$ cat src/sparse_polynomial_adder_defines.svh
// Assertion macros used by the RTL of the sparse polynomial adder.
`ifndef SPARSE_POLYNOMIAL_ADDER_DEFINES_SVH
`define SPARSE_POLYNOMIAL_ADDER_DEFINES_SVH

`ifndef NO_ASSERTIONS
// Same-cycle implication, sampled on the rising clock edge outside reset.
`define SPA_ASSERT_NOW(label, ante, cons) \
	label: assert property (@(posedge clk) disable iff (!arst_n) (ante) |-> (cons)) \
		else $error("sparse polynomial adder: assertion failed");
// Next-cycle implication.
`define SPA_ASSERT_NEXT(label, ante, cons) \
	label: assert property (@(posedge clk) disable iff (!arst_n) (ante) |=> (cons)) \
		else $error("sparse polynomial adder: assertion failed");
`else
`define SPA_ASSERT_NOW(label, ante, cons)
`define SPA_ASSERT_NEXT(label, ante, cons)
`endif

`endif

$ cat src/spa_pkg.sv
package spa_pkg;

	localparam int COEFF_W = 32;
	localparam int EXP_W   = 8;

	typedef logic signed [COEFF_W-1:0] coeff_t;
	typedef logic [EXP_W-1:0]          exp_t;

	typedef struct packed {
		coeff_t coeff;
		exp_t   exp;
	} entry_t;

	typedef enum logic [3:0] {
		ST_IDLE,
		ST_APPEND,
		ST_MRG_RD,
		ST_MRG_CMP,
		ST_FINISH,
		ST_SORT_I,
		ST_SORT_IL,
		ST_SORT_RD,
		ST_SORT_CMP,
		ST_SORT_WB,
		ST_EMIT_RD,
		ST_EMIT_LD,
		ST_EMIT_WAIT
	} state_t;

endpackage

$ cat src/spa_term_if.sv
interface spa_term_if;
	logic            valid;
	logic            ready;
	logic            req_type;
	spa_pkg::coeff_t term_coeff;
	spa_pkg::exp_t   term_exp;
	logic            end_of_sum;

	modport source (output valid, output req_type, output term_coeff, output term_exp,
		output end_of_sum, input ready);
	modport sink (input valid, input req_type, input term_coeff, input term_exp,
		input end_of_sum, output ready);
endinterface

$ cat src/spa_sum_if.sv
interface spa_sum_if;
	logic            valid;
	logic            ready;
	spa_pkg::coeff_t sum_coeff;
	spa_pkg::exp_t   sum_exp;
	logic            run_last;
	logic            overflow;

	modport source (output valid, output sum_coeff, output sum_exp, output run_last,
		output overflow, input ready);
	modport sink (input valid, input sum_coeff, input sum_exp, input run_last,
		input overflow, output ready);
endinterface

$ cat src/sparse_polynomial_adder.sv
// Sparse polynomial adder. Terms of the first polynomial (req_type 0) and then of the second
// (req_type 1) arrive one transaction at a time and are collected in a table of MAX_TERMS
// entries held in a single memory with one registered read port and one write port. A term is
// taken only while the block is idle. A first-operand term is appended in state APPEND and
// the block is ready again after FINISH. A second-operand term is compared against the first
// operand's entries one entry at a time (MRG_RD, then MRG_CMP) through the single exponent
// comparator. On the term marked end_of_sum the table is exchange-sorted with descending
// exponents through the same memory port and is then emitted one result at a time, each held
// until the sink takes it, the final result marked run_last. Terms that find no room are
// dropped and overflow is set on every result of that run. The table is empty again once the
// last result is taken.
module sparse_polynomial_adder #(
	parameter int MAX_TERMS = 32
) (
	input  logic       clk,
	input  logic       arst_n,
	spa_term_if.sink   term,
	spa_sum_if.source  sum
);

	`include "sparse_polynomial_adder_defines.svh"

	localparam int AW = (MAX_TERMS > 1) ? $clog2(MAX_TERMS) : 1;
	localparam int CW = $clog2(MAX_TERMS + 1);
	localparam logic [CW-1:0] MAX_CNT = CW'(MAX_TERMS);
	localparam logic [CW-1:0] ONE_CNT = CW'(1);
	localparam logic [CW-1:0] TWO_CNT = CW'(2);
	localparam logic [AW-1:0] ONE_IDX = AW'(1);

	spa_pkg::state_t state_q, state_n;

	logic [CW-1:0] entry_cnt_q, entry_cnt_n;
	logic [CW-1:0] first_cnt_q, first_cnt_n;
	logic          dropped_q, dropped_n;
	logic [AW-1:0] k_q, k_n;
	logic [AW-1:0] i_q, i_n;
	logic [AW-1:0] j_q, j_n;
	logic          hit_q, hit_n;
	spa_pkg::entry_t cur_q, cur_n;

	logic            req_type_q;
	spa_pkg::coeff_t coeff_q;
	spa_pkg::exp_t   exp_q;
	logic            last_q;

	spa_pkg::entry_t mem [MAX_TERMS];
	spa_pkg::entry_t rd_q;
	logic            we;
	logic [AW-1:0]   wr_addr;
	spa_pkg::entry_t wr_data;
	logic [AW-1:0]   rd_addr;

	logic            load_out;
	spa_pkg::coeff_t sum_coeff_q;
	spa_pkg::exp_t   sum_exp_q;
	logic            run_last_q;
	logic            overflow_q;

	logic term_acc;

	assign term.ready = (state_q == spa_pkg::ST_IDLE);
	assign term_acc   = term.valid && term.ready;

	assign sum.valid     = (state_q == spa_pkg::ST_EMIT_WAIT);
	assign sum.sum_coeff = sum_coeff_q;
	assign sum.sum_exp   = sum_exp_q;
	assign sum.run_last  = run_last_q;
	assign sum.overflow  = overflow_q;

	always_comb begin
		state_n     = state_q;
		entry_cnt_n = entry_cnt_q;
		first_cnt_n = first_cnt_q;
		dropped_n   = dropped_q;
		k_n         = k_q;
		i_n         = i_q;
		j_n         = j_q;
		hit_n       = hit_q;
		cur_n       = cur_q;
		we          = 1'b0;
		wr_addr     = k_q;
		wr_data     = cur_q;
		rd_addr     = k_q;
		load_out    = 1'b0;
		case (state_q)
			spa_pkg::ST_IDLE: begin
				if (term.valid) begin
					if (!term.req_type || (first_cnt_q == '0)) begin
						state_n = spa_pkg::ST_APPEND;
					end else begin
						k_n     = '0;
						hit_n   = 1'b0;
						state_n = spa_pkg::ST_MRG_RD;
					end
				end
			end
			spa_pkg::ST_APPEND: begin
				if (entry_cnt_q < MAX_CNT) begin
					we          = 1'b1;
					wr_addr     = entry_cnt_q[AW-1:0];
					wr_data     = '{coeff: coeff_q, exp: exp_q};
					entry_cnt_n = entry_cnt_q + ONE_CNT;
				end else begin
					dropped_n = 1'b1;
				end
				// A first-operand term makes every entry so far matchable.
				if (!req_type_q) begin
					first_cnt_n = entry_cnt_n;
				end
				state_n = spa_pkg::ST_FINISH;
			end
			spa_pkg::ST_MRG_RD: begin
				rd_addr = k_q;
				state_n = spa_pkg::ST_MRG_CMP;
			end
			spa_pkg::ST_MRG_CMP: begin
				if (rd_q.exp == exp_q) begin
					we      = 1'b1;
					wr_addr = k_q;
					wr_data = '{coeff: rd_q.coeff + coeff_q, exp: rd_q.exp};
					hit_n   = 1'b1;
				end
				if ((CW'(k_q) + ONE_CNT) < first_cnt_q) begin
					k_n     = k_q + ONE_IDX;
					state_n = spa_pkg::ST_MRG_RD;
				end else if (hit_n) begin
					state_n = spa_pkg::ST_FINISH;
				end else begin
					state_n = spa_pkg::ST_APPEND;
				end
			end
			spa_pkg::ST_FINISH: begin
				if (!last_q) begin
					state_n = spa_pkg::ST_IDLE;
				end else if (entry_cnt_q == '0) begin
					entry_cnt_n = '0;
					first_cnt_n = '0;
					dropped_n   = 1'b0;
					state_n     = spa_pkg::ST_IDLE;
				end else if (entry_cnt_q == ONE_CNT) begin
					k_n     = '0;
					state_n = spa_pkg::ST_EMIT_RD;
				end else begin
					i_n     = '0;
					state_n = spa_pkg::ST_SORT_I;
				end
			end
			spa_pkg::ST_SORT_I: begin
				rd_addr = i_q;
				state_n = spa_pkg::ST_SORT_IL;
			end
			spa_pkg::ST_SORT_IL: begin
				cur_n   = rd_q;
				j_n     = i_q + ONE_IDX;
				state_n = spa_pkg::ST_SORT_RD;
			end
			spa_pkg::ST_SORT_RD: begin
				rd_addr = j_q;
				state_n = spa_pkg::ST_SORT_CMP;
			end
			spa_pkg::ST_SORT_CMP: begin
				// Entry i lives in cur_q during the inner pass; a swap writes it to slot j.
				if (cur_q.exp < rd_q.exp) begin
					we      = 1'b1;
					wr_addr = j_q;
					wr_data = cur_q;
					cur_n   = rd_q;
				end
				if ((CW'(j_q) + ONE_CNT) < entry_cnt_q) begin
					j_n     = j_q + ONE_IDX;
					state_n = spa_pkg::ST_SORT_RD;
				end else begin
					state_n = spa_pkg::ST_SORT_WB;
				end
			end
			spa_pkg::ST_SORT_WB: begin
				we      = 1'b1;
				wr_addr = i_q;
				wr_data = cur_q;
				if ((CW'(i_q) + TWO_CNT) < entry_cnt_q) begin
					i_n     = i_q + ONE_IDX;
					state_n = spa_pkg::ST_SORT_I;
				end else begin
					k_n     = '0;
					state_n = spa_pkg::ST_EMIT_RD;
				end
			end
			spa_pkg::ST_EMIT_RD: begin
				rd_addr = k_q;
				state_n = spa_pkg::ST_EMIT_LD;
			end
			spa_pkg::ST_EMIT_LD: begin
				load_out = 1'b1;
				state_n  = spa_pkg::ST_EMIT_WAIT;
			end
			spa_pkg::ST_EMIT_WAIT: begin
				if (sum.ready) begin
					if ((CW'(k_q) + ONE_CNT) == entry_cnt_q) begin
						entry_cnt_n = '0;
						first_cnt_n = '0;
						dropped_n   = 1'b0;
						state_n     = spa_pkg::ST_IDLE;
					end else begin
						k_n     = k_q + ONE_IDX;
						state_n = spa_pkg::ST_EMIT_RD;
					end
				end
			end
			default: begin
				state_n = spa_pkg::ST_IDLE;
			end
		endcase
	end

	always_ff @(posedge clk or negedge arst_n) begin
		if (!arst_n) begin
			state_q     <= spa_pkg::ST_IDLE;
			entry_cnt_q <= '0;
			first_cnt_q <= '0;
			dropped_q   <= 1'b0;
			k_q         <= '0;
			i_q         <= '0;
			j_q         <= '0;
			hit_q       <= 1'b0;
		end else begin
			state_q     <= state_n;
			entry_cnt_q <= entry_cnt_n;
			first_cnt_q <= first_cnt_n;
			dropped_q   <= dropped_n;
			k_q         <= k_n;
			i_q         <= i_n;
			j_q         <= j_n;
			hit_q       <= hit_n;
		end
	end

	always_ff @(posedge clk) begin
		cur_q <= cur_n;
		if (term_acc) begin
			req_type_q <= term.req_type;
			coeff_q    <= term.term_coeff;
			exp_q      <= term.term_exp;
			last_q     <= term.end_of_sum;
		end
		if (load_out) begin
			sum_coeff_q <= rd_q.coeff;
			sum_exp_q   <= rd_q.exp;
			run_last_q  <= ((CW'(k_q) + ONE_CNT) == entry_cnt_q);
			overflow_q  <= dropped_q;
		end
	end

	// Term table: one write port, one registered read port.
	always_ff @(posedge clk) begin
		if (we) begin
			mem[wr_addr] <= wr_data;
		end
		rd_q <= mem[rd_addr];
	end

	`SPA_ASSERT_NOW(a_cnt_bound, 1'b1, (entry_cnt_q <= MAX_CNT) && (first_cnt_q <= entry_cnt_q))
	`SPA_ASSERT_NOW(a_drop_when_full, $rose(dropped_q), entry_cnt_q == MAX_CNT)
	`SPA_ASSERT_NEXT(a_run_clears, sum.valid && sum.ready && sum.run_last, (entry_cnt_q == '0) && !dropped_q && term.ready)
	`SPA_ASSERT_NOW(a_emit_in_range, sum.valid, CW'(k_q) < entry_cnt_q)

endmodule
$ cat src/flat_wrapper.sv
// flat-port wrapper written by rule: the top's interface ports become plain ports
module sparse_polynomial_adder_flat 
#(
	parameter int MAX_TERMS = 32
)
  (clk, arst_n, term_valid, term_req_type, term_term_coeff, term_term_exp, term_end_of_sum, term_ready, sum_valid, sum_sum_coeff, sum_sum_exp, sum_run_last, sum_overflow, sum_ready);
  spa_term_if term_i ();
  spa_sum_if sum_i ();
  input  logic clk;
  input  logic arst_n;
  input wire logic [$bits(term_i.valid)-1:0] term_valid;
  input wire logic [$bits(term_i.req_type)-1:0] term_req_type;
  input wire logic [$bits(term_i.term_coeff)-1:0] term_term_coeff;
  input wire logic [$bits(term_i.term_exp)-1:0] term_term_exp;
  input wire logic [$bits(term_i.end_of_sum)-1:0] term_end_of_sum;
  output wire logic [$bits(term_i.ready)-1:0] term_ready;
  output wire logic [$bits(sum_i.valid)-1:0] sum_valid;
  output wire logic [$bits(sum_i.sum_coeff)-1:0] sum_sum_coeff;
  output wire logic [$bits(sum_i.sum_exp)-1:0] sum_sum_exp;
  output wire logic [$bits(sum_i.run_last)-1:0] sum_run_last;
  output wire logic [$bits(sum_i.overflow)-1:0] sum_overflow;
  input wire logic [$bits(sum_i.ready)-1:0] sum_ready;
  assign term_i.valid = term_valid;
  assign term_i.req_type = term_req_type;
  assign term_i.term_coeff = term_term_coeff;
  assign term_i.term_exp = term_term_exp;
  assign term_i.end_of_sum = term_end_of_sum;
  assign term_ready = term_i.ready;
  assign sum_valid = sum_i.valid;
  assign sum_sum_coeff = sum_i.sum_coeff;
  assign sum_sum_exp = sum_i.sum_exp;
  assign sum_run_last = sum_i.run_last;
  assign sum_overflow = sum_i.overflow;
  assign sum_i.ready = sum_ready;
  sparse_polynomial_adder #(.MAX_TERMS(MAX_TERMS)) u_core (.clk(clk), .arst_n(arst_n), .term(term_i), .sum(sum_i));
endmodule
$ cat config.mk
export PLATFORM = sky130hd
export DESIGN_NAME = sparse_polynomial_adder_flat
export DESIGN_NICKNAME = d
export VERILOG_FILES = /design/src/spa_pkg.sv /design/src/spa_term_if.sv /design/src/spa_sum_if.sv /design/src/sparse_polynomial_adder.sv /design/src/flat_wrapper.sv
export VERILOG_INCLUDE_DIRS = /design/src /design/src/src
export SDC_FILE = /design/constraint.sdc
export NUM_CORES = 2
export LEC_CHECK = 0
export BUFFER_PORTS_ARGS = -buffer_cell sky130_fd_sc_hd__clkbuf_2
export CAP_MARGIN = 20
export CORE_UTILIZATION = 35
export CTS_CLUSTER_DIAMETER = 40
export DETAILED_ROUTE_END_ITERATION = 6
export GPL_TIMING_DRIVEN = 1
export PLACE_DENSITY = 0.61
export RECOVER_POWER = 100
export SLEW_MARGIN = 20
export SYNTH_ARGS = -nofsm -noshare
export SYNTH_HDL_FRONTEND = slang
export SYNTH_SLANG_ARGS = --single-unit
$ cat constraint.sdc
create_clock -name clk -period 5.4 [get_ports clk]
set_clock_uncertainty 0.2 [all_clocks]
set_input_delay 0 -clock clk [delete_from_list [all_inputs] [get_ports clk]]
set_output_delay 0 -clock clk [all_outputs]
set_load 0.1 [all_outputs]
=== Word level (Yosys, flattened, before mapping) ===
Memories as Yosys holds them, arrays and structs flattened. A register that Yosys moved wholly into a read port is not among the register bits.
Index checks and enable logic that the tools add are counted.

* Memories: 1
* Input bits: 46
* Logic and storage cells: 148
* Register bits: 157
* RAM bits: 1280
* Output and inout port bits: 44

{| class="wikitable"
|+ Memory list
! name !! depth !! bits a word !! rd ports !! clocked after Yosys merged registers in !! write ports !! RTL line !! source
|-
| u_core.mem || 32 || 40 || 1 || 1 || 1 || sparse_polynomial_adder.sv:46 || <nowiki>spa_pkg::entry_t mem [MAX_TERMS];</nowiki>
|}

* Muxes and demuxes: 64
* Equal/unequal tests: 32
* Order comparisons: 5
* $add $sub $neg: 8
* Reduce and logical (&&, ||, !) cells: 20

{| class="wikitable"
|+ Operators with widths
! kind !! number
|-
| $pmux 40 s2 || 2
|-
| $mux 40 || 3
|-
| $mux 5 || 16
|-
| $pmux 4 s13 || 1
|-
| $mux 4 || 9
|-
| $mux 6 || 6
|-
| $pmux 6 s3 || 2
|-
| $add 32x32->32 || 1
|-
| $pmux 5 s2 || 3
|-
| $pmux 5 s5 || 1
|-
| $eq 4x4->1 const B || 5
|-
| $lt 6x6->1 || 3
|-
| $ne 2x1->1 const B || 9
|-
| $eq 4x3->1 const B || 4
|-
| $ne 2x2->1 const B || 8
|-
| $add 5x1->5 const B || 3
|-
| $mux 1 || 15
|-
| $pmux 5 s3 || 1
|-
| $add 5x1->6 const B || 2
|-
| $logic_not 6->1 || 2
|-
| $reduce_and 6->1 || 2
|-
| $reduce_and 10->1 || 1
|-
| $reduce_and 5->1 || 2
|-
| $eq 4x2->1 const B || 2
|-
| other kinds (22) || 26
|}

=== Longest topological paths before layout ===
* Depth in word-level cells: 6
* Depth in mapped cells: 13
* Depth with buffers taken out: 12

=== Least setup slack after synthesis ===
No wires, ideal clock.

* Path kind: reg2reg
* From: register u_core.rd_q[5] (netlist name)
* To: memory u_core.mem[28][0] (netlist bit) (enable)
* Required time: 4713 ps
* Library setup time: 487 ps
* Setup slack: -229 ps
* Stages on the path, launching flop included: 11
* Period minus slack after synthesis: 5629 ps
* Arrival time: 4942 ps
* Buffers on the path: 1
* Cell sequence: dfxtp_1 inv_1 ha_1 a21o_1 a21o_1 a21o_1 a211oi_2 a21o_1 a21oi_1 clkbuf_1 nor3_1

* Word-level cells in the longest chain between the ends: 5
* Elaborated cells on any way between the ends: 9
* Classes of those cells: order compare: 1; eq/ne: 1; mux: 7

{| class="wikitable"
|+ RTL lines
! element !! RTL line !! source
|-
| $lt 8x8->1 or $eq 8x8->1 (tied branches) || sparse_polynomial_adder.sv:163, sparse_polynomial_adder.sv:117 ||
|-
| $mux 1, on equally long branches || sparse_polynomial_adder.sv:163, sparse_polynomial_adder.sv:117 ||
|-
| $pmux 1 s4 || sparse_polynomial_adder.sv:85 || <nowiki>case (state_q)</nowiki>
|-
| $mux 1 || sparse_polynomial_adder.sv:255 || <nowiki>if (we) begin</nowiki>
|-
| $mux 1 (implied by the code) || sparse_polynomial_adder.sv:256 || <nowiki>mem[wr_addr] <= wr_data;</nowiki>
|-
| to (decl) || sparse_polynomial_adder.sv:46 ||
|}

Parallel ways exist; a longest one is shown, timed or not.

=== Worst setup path after layout ===
* From: register u_core.state_q[1]
* To: memory u_core.mem[16][25] (netlist bit) (enable)

* Word-level cells in the longest chain between the ends: 4
* Elaborated cells on any way between the ends: 8
* Classes of those cells: eq/ne: 4; mux: 4

{| class="wikitable"
|+ RTL lines
! element !! RTL line !! source
|-
| from (decl) || sparse_polynomial_adder.sv:30 || <nowiki>spa_pkg::state_t state_q, state_n;</nowiki>
|-
| from (signal assigned) || sparse_polynomial_adder.sv:217 || <nowiki>state_q <= spa_pkg::ST_IDLE;</nowiki>
|-
| from (signal assigned) || sparse_polynomial_adder.sv:226 || <nowiki>state_q <= state_n;</nowiki>
|-
| $eq 4x4->1 (tied with other cells) || sparse_polynomial_adder.sv:85 ||
|-
| $pmux 1 s4 || sparse_polynomial_adder.sv:85 ||
|-
| $mux 1 || sparse_polynomial_adder.sv:255 ||
|-
| $mux 1 (implied by the code) || sparse_polynomial_adder.sv:256 ||
|}

Parallel ways exist; a longest one is shown, timed or not.

==> results by group <==
Outcome
  • Outcome: finished with violations
  • Failing checks: max-capacitance violations, max-slew violations

Setup path
  • Crit end category: register
  • CP cell instances: buf_4 > nand3_1 > nor2_1 > clkbuf_2 > or4_1 > nand3b_1 > nor3_1 > clkbuf_1
  • CP arrival: 5.06 ns
  • Critical Path RT: 5.60 ns
  • Setup crit start: u_core.state_q[1]
  • Crit Path Class: reg2reg
  • CP peak stage delay: 1.02 ns
  • CP max stage cell: clkbuf_1
  • CP Max Fanout: 22
  • Reg2reg start: u_core.state_q[1]
  • CP startpoint kind: register

CTS
  • CTS H-Tree Depth: 4
  • TritonCTS clock tree: done
  • Post-CTS setup repair buffer count: 0
  • Clock sinks: 1,477
  • Clock latency on the worst-skew pair: 0.80 ns
  • CTS resizes: 0
  • Bufs on Longest Clock Path: 3
  • Clk slew on worst S/H paths: 0.05 ns
  • Root buffer cell: clkbuf_16
  • Num CTS Buffers: 184
  • # hold bufs at CTS: 92

Yosys
  • Synth Register Bits: 1,477
  • Seq/Total Area, Yosys: 0.7417
  • Ys flop type: edfxtp_1
  • Mapped Area: 59,030 um2
  • Syn avg cell area: 17.22 um2
  • Mapped Cells: 3,429
  • Asr flop ratio synth: 0.02234
  • Synth unique cells: 81
  • Synth area leaders: edfxtp_1, mux4_2, nand2_1
  • Most numerous cell in the Yosys netlist: edfxtp_1
  • Yosys top cell area share: 0.7142
  • Post-synth EDFFs: 1,404
  • Syn nets: 3,536
  • Synth warn: 0
  • Post-synth top cells: edfxtp_1, nand2_1, mux4_2, nand3_1, a22oi_1
  • Synth area leader: edfxtp_1

Placement
  • Final Wtd Congestion: 0.8969
  • Dpl hpwl: 94.98 mm
  • IO buf count: 89
  • Minimum setup slack after placement: 0.9864 ns
  • Post-placement cell count: 5,688

Layout
  • Layout cells sized above 1: 0.1864
  • Layout Nets: 3,870
  • P&R area growth vs syn: 18.38%
  • Layout Cells excl Fill: 6,128

Detailed routing
  • Final ANT Viol Nets: 0
  • Wirelength per Cell: 26.70 um
  • Vias per inst: 5.568
  • Via count: 34,120
  • # DRC: 0
  • First drt pass iteration count: 6
  • First DRT Iteration DRCs: 4,798
  • Final WL: 163.6 mm

Timing
  • RSZ-0062 raised after global routing: false
  • Final setup viols: 0
  • Hold_ws: 0.1118 ns
  • Post-route clock period utilization: 0.9001
  • Max Slew Vio Count: 401
  • Setup ws final: 0.5397 ns
  • Fmax: 205.7 MHz
  • Slew @ Worst Pin: 2.947 ns
  • Slew margin rel.: -0.9650
  • Final number of hold-violating endpoints: 0
  • Minimum clock period: 4.860 ns
  • TNS Setup: 0 ns

GRT
  • Number of global-route vias before repair: 32,980
  • First-pass GRT wire length: 234.1 mm
  • Largest net degree at the start of global routing: 77
  • Initial antenna violation count: 16
  • GRT overflow: 0
  • GRT Total Usage: 0.1904

Die
  • # IOs: 90
  • Die area: 170,300 um2
  • Initial Utilization: 0.3530
  • Die Y: 412.7 um
  • Cell Rows: 150
  • Core Footprint: 167,200 um2
  • Die X-Extent: 412.7 um

Pwr
  • Pwr Density: 530.8 nW/um2
  • Worst vdd ir: 0.0003473 V
  • Tot Pwr: 37.09 mW
  • P_leak: 22.89 nW

Min path
  • Type of the most critical hold path: in2reg
  • Min-delay src: term_req_type

Run
  • Max cap viols: 13
sequential cells by signal, indices dropped and copies added, names as in the netlist, 6 cells and up:
signal and flops:
u_core.mem 1280, u_core.cur_q 40, u_core.rd_q 40, u_core.coeff_q 32
u_core.sum.sum_coeff 32, u_core.exp_q 8, u_core.sum.sum_exp 8, u_core.entry_cnt_q 6
u_core.first_cnt_q 6
placed cells by master (no fill, tap or decap), types with 82 or more instances in the layout:
cell type and instances:
edfxtp_1 1404, nand2_1 403, mux4_2 240, nand3_1 213, clkbuf_16 189, clkbuf_1 121, a22oi_1 100, dlygate4sd3_1 91
nor2_1 89, a21oi_1 82
worst max-delay path: cells and delay by family (launching register included):
| kind | cells | cell delay (ns) |
|---|---|---|
| buffers and inverters | 3 | 1.93 |
| flip-flops | 1 | 0.71 |
| AND/OR/NAND/NOR | 5 | 1.57 |
cells by family (layout without fill, tap and decap cells):
logic type | after synthesis | count (layout) | synth area share
and+or+nand+nor | 861 | 861 | 0.06594
other | 0 | 2 | 0
AOI/OAI and AO/OA | 465 | 465 | 0.05627
buffers and inverters | 242 | 735 | 0.01799
adders and majority gates | 62 | 62 | 0.01325
DFF | 1477 | 1477 | 0.7417
muxes | 274 | 274 | 0.09769
xor gates and xnor gates | 48 | 48 | 0.007121
report_power, final:
group / leakage (nW) / total (mW) / internal (mW) / switching [mW]
sequential: 13.4 / 15.5 / 14.8 / 0.668
combinational: 6.41 / 8.98 / 3.26 / 5.72
clock: 3.10 / 12.6 / 7.68 / 4.96
total: 22.9 / 37.1 / 25.7 / 11.3
layer usage:
layer | part of all wire | vias to the layer above | global-route usage
met5 | 0.000049 | - | 0
met4 | 0.028 | 2 | 0.05728
met3 | 0.094 | 277 | 0.03448
met2 | 0.44 | 1743 | 0.2829
met1 | 0.44 | 17700 | 0.2833
li1 | - | 14400 | -
final timing paths:
path	to	slack [ns]	cells after the start
min in group asynchronous	u_core.i_q[0]	0.75	4
worst min register to register	u_core.sum.sum_coeff[6]	0.27	0
worst max register to register	u_core.mem[16][25]	0.54	8
worst min-delay path	u_core.hit_q	0.11	5
max in group asynchronous	u_core.first_cnt_q[2]	3.08	4
worst max-delay path	u_core.mem[16][25]	0.54	8
stage by stage:
stage               utilization  cell area, um2
finish                   0.4179           69880
detailed placement       0.3780           63210
floorplan                     -           59050
global placement         0.3779           63200
global route             0.4179           69880
CTS                      0.4218           70540
area by class of cell:
type / instances / area (um2)
Timing Repair Buffer: 328 / 2364
Sequential cell: 1477 / 43790
Clock buffer: 217 / 4855
Multi-Input combinational cell: 1710 / 14340
Tap cell: 2204 / 2758
Antenna cell: 2 / 5.005
Fill cell: 14770 / 97340
Clock inverter: 128 / 1541
Inverter: 62 / 232.7
Note: power is estimated with default switching activity, not from simulation.
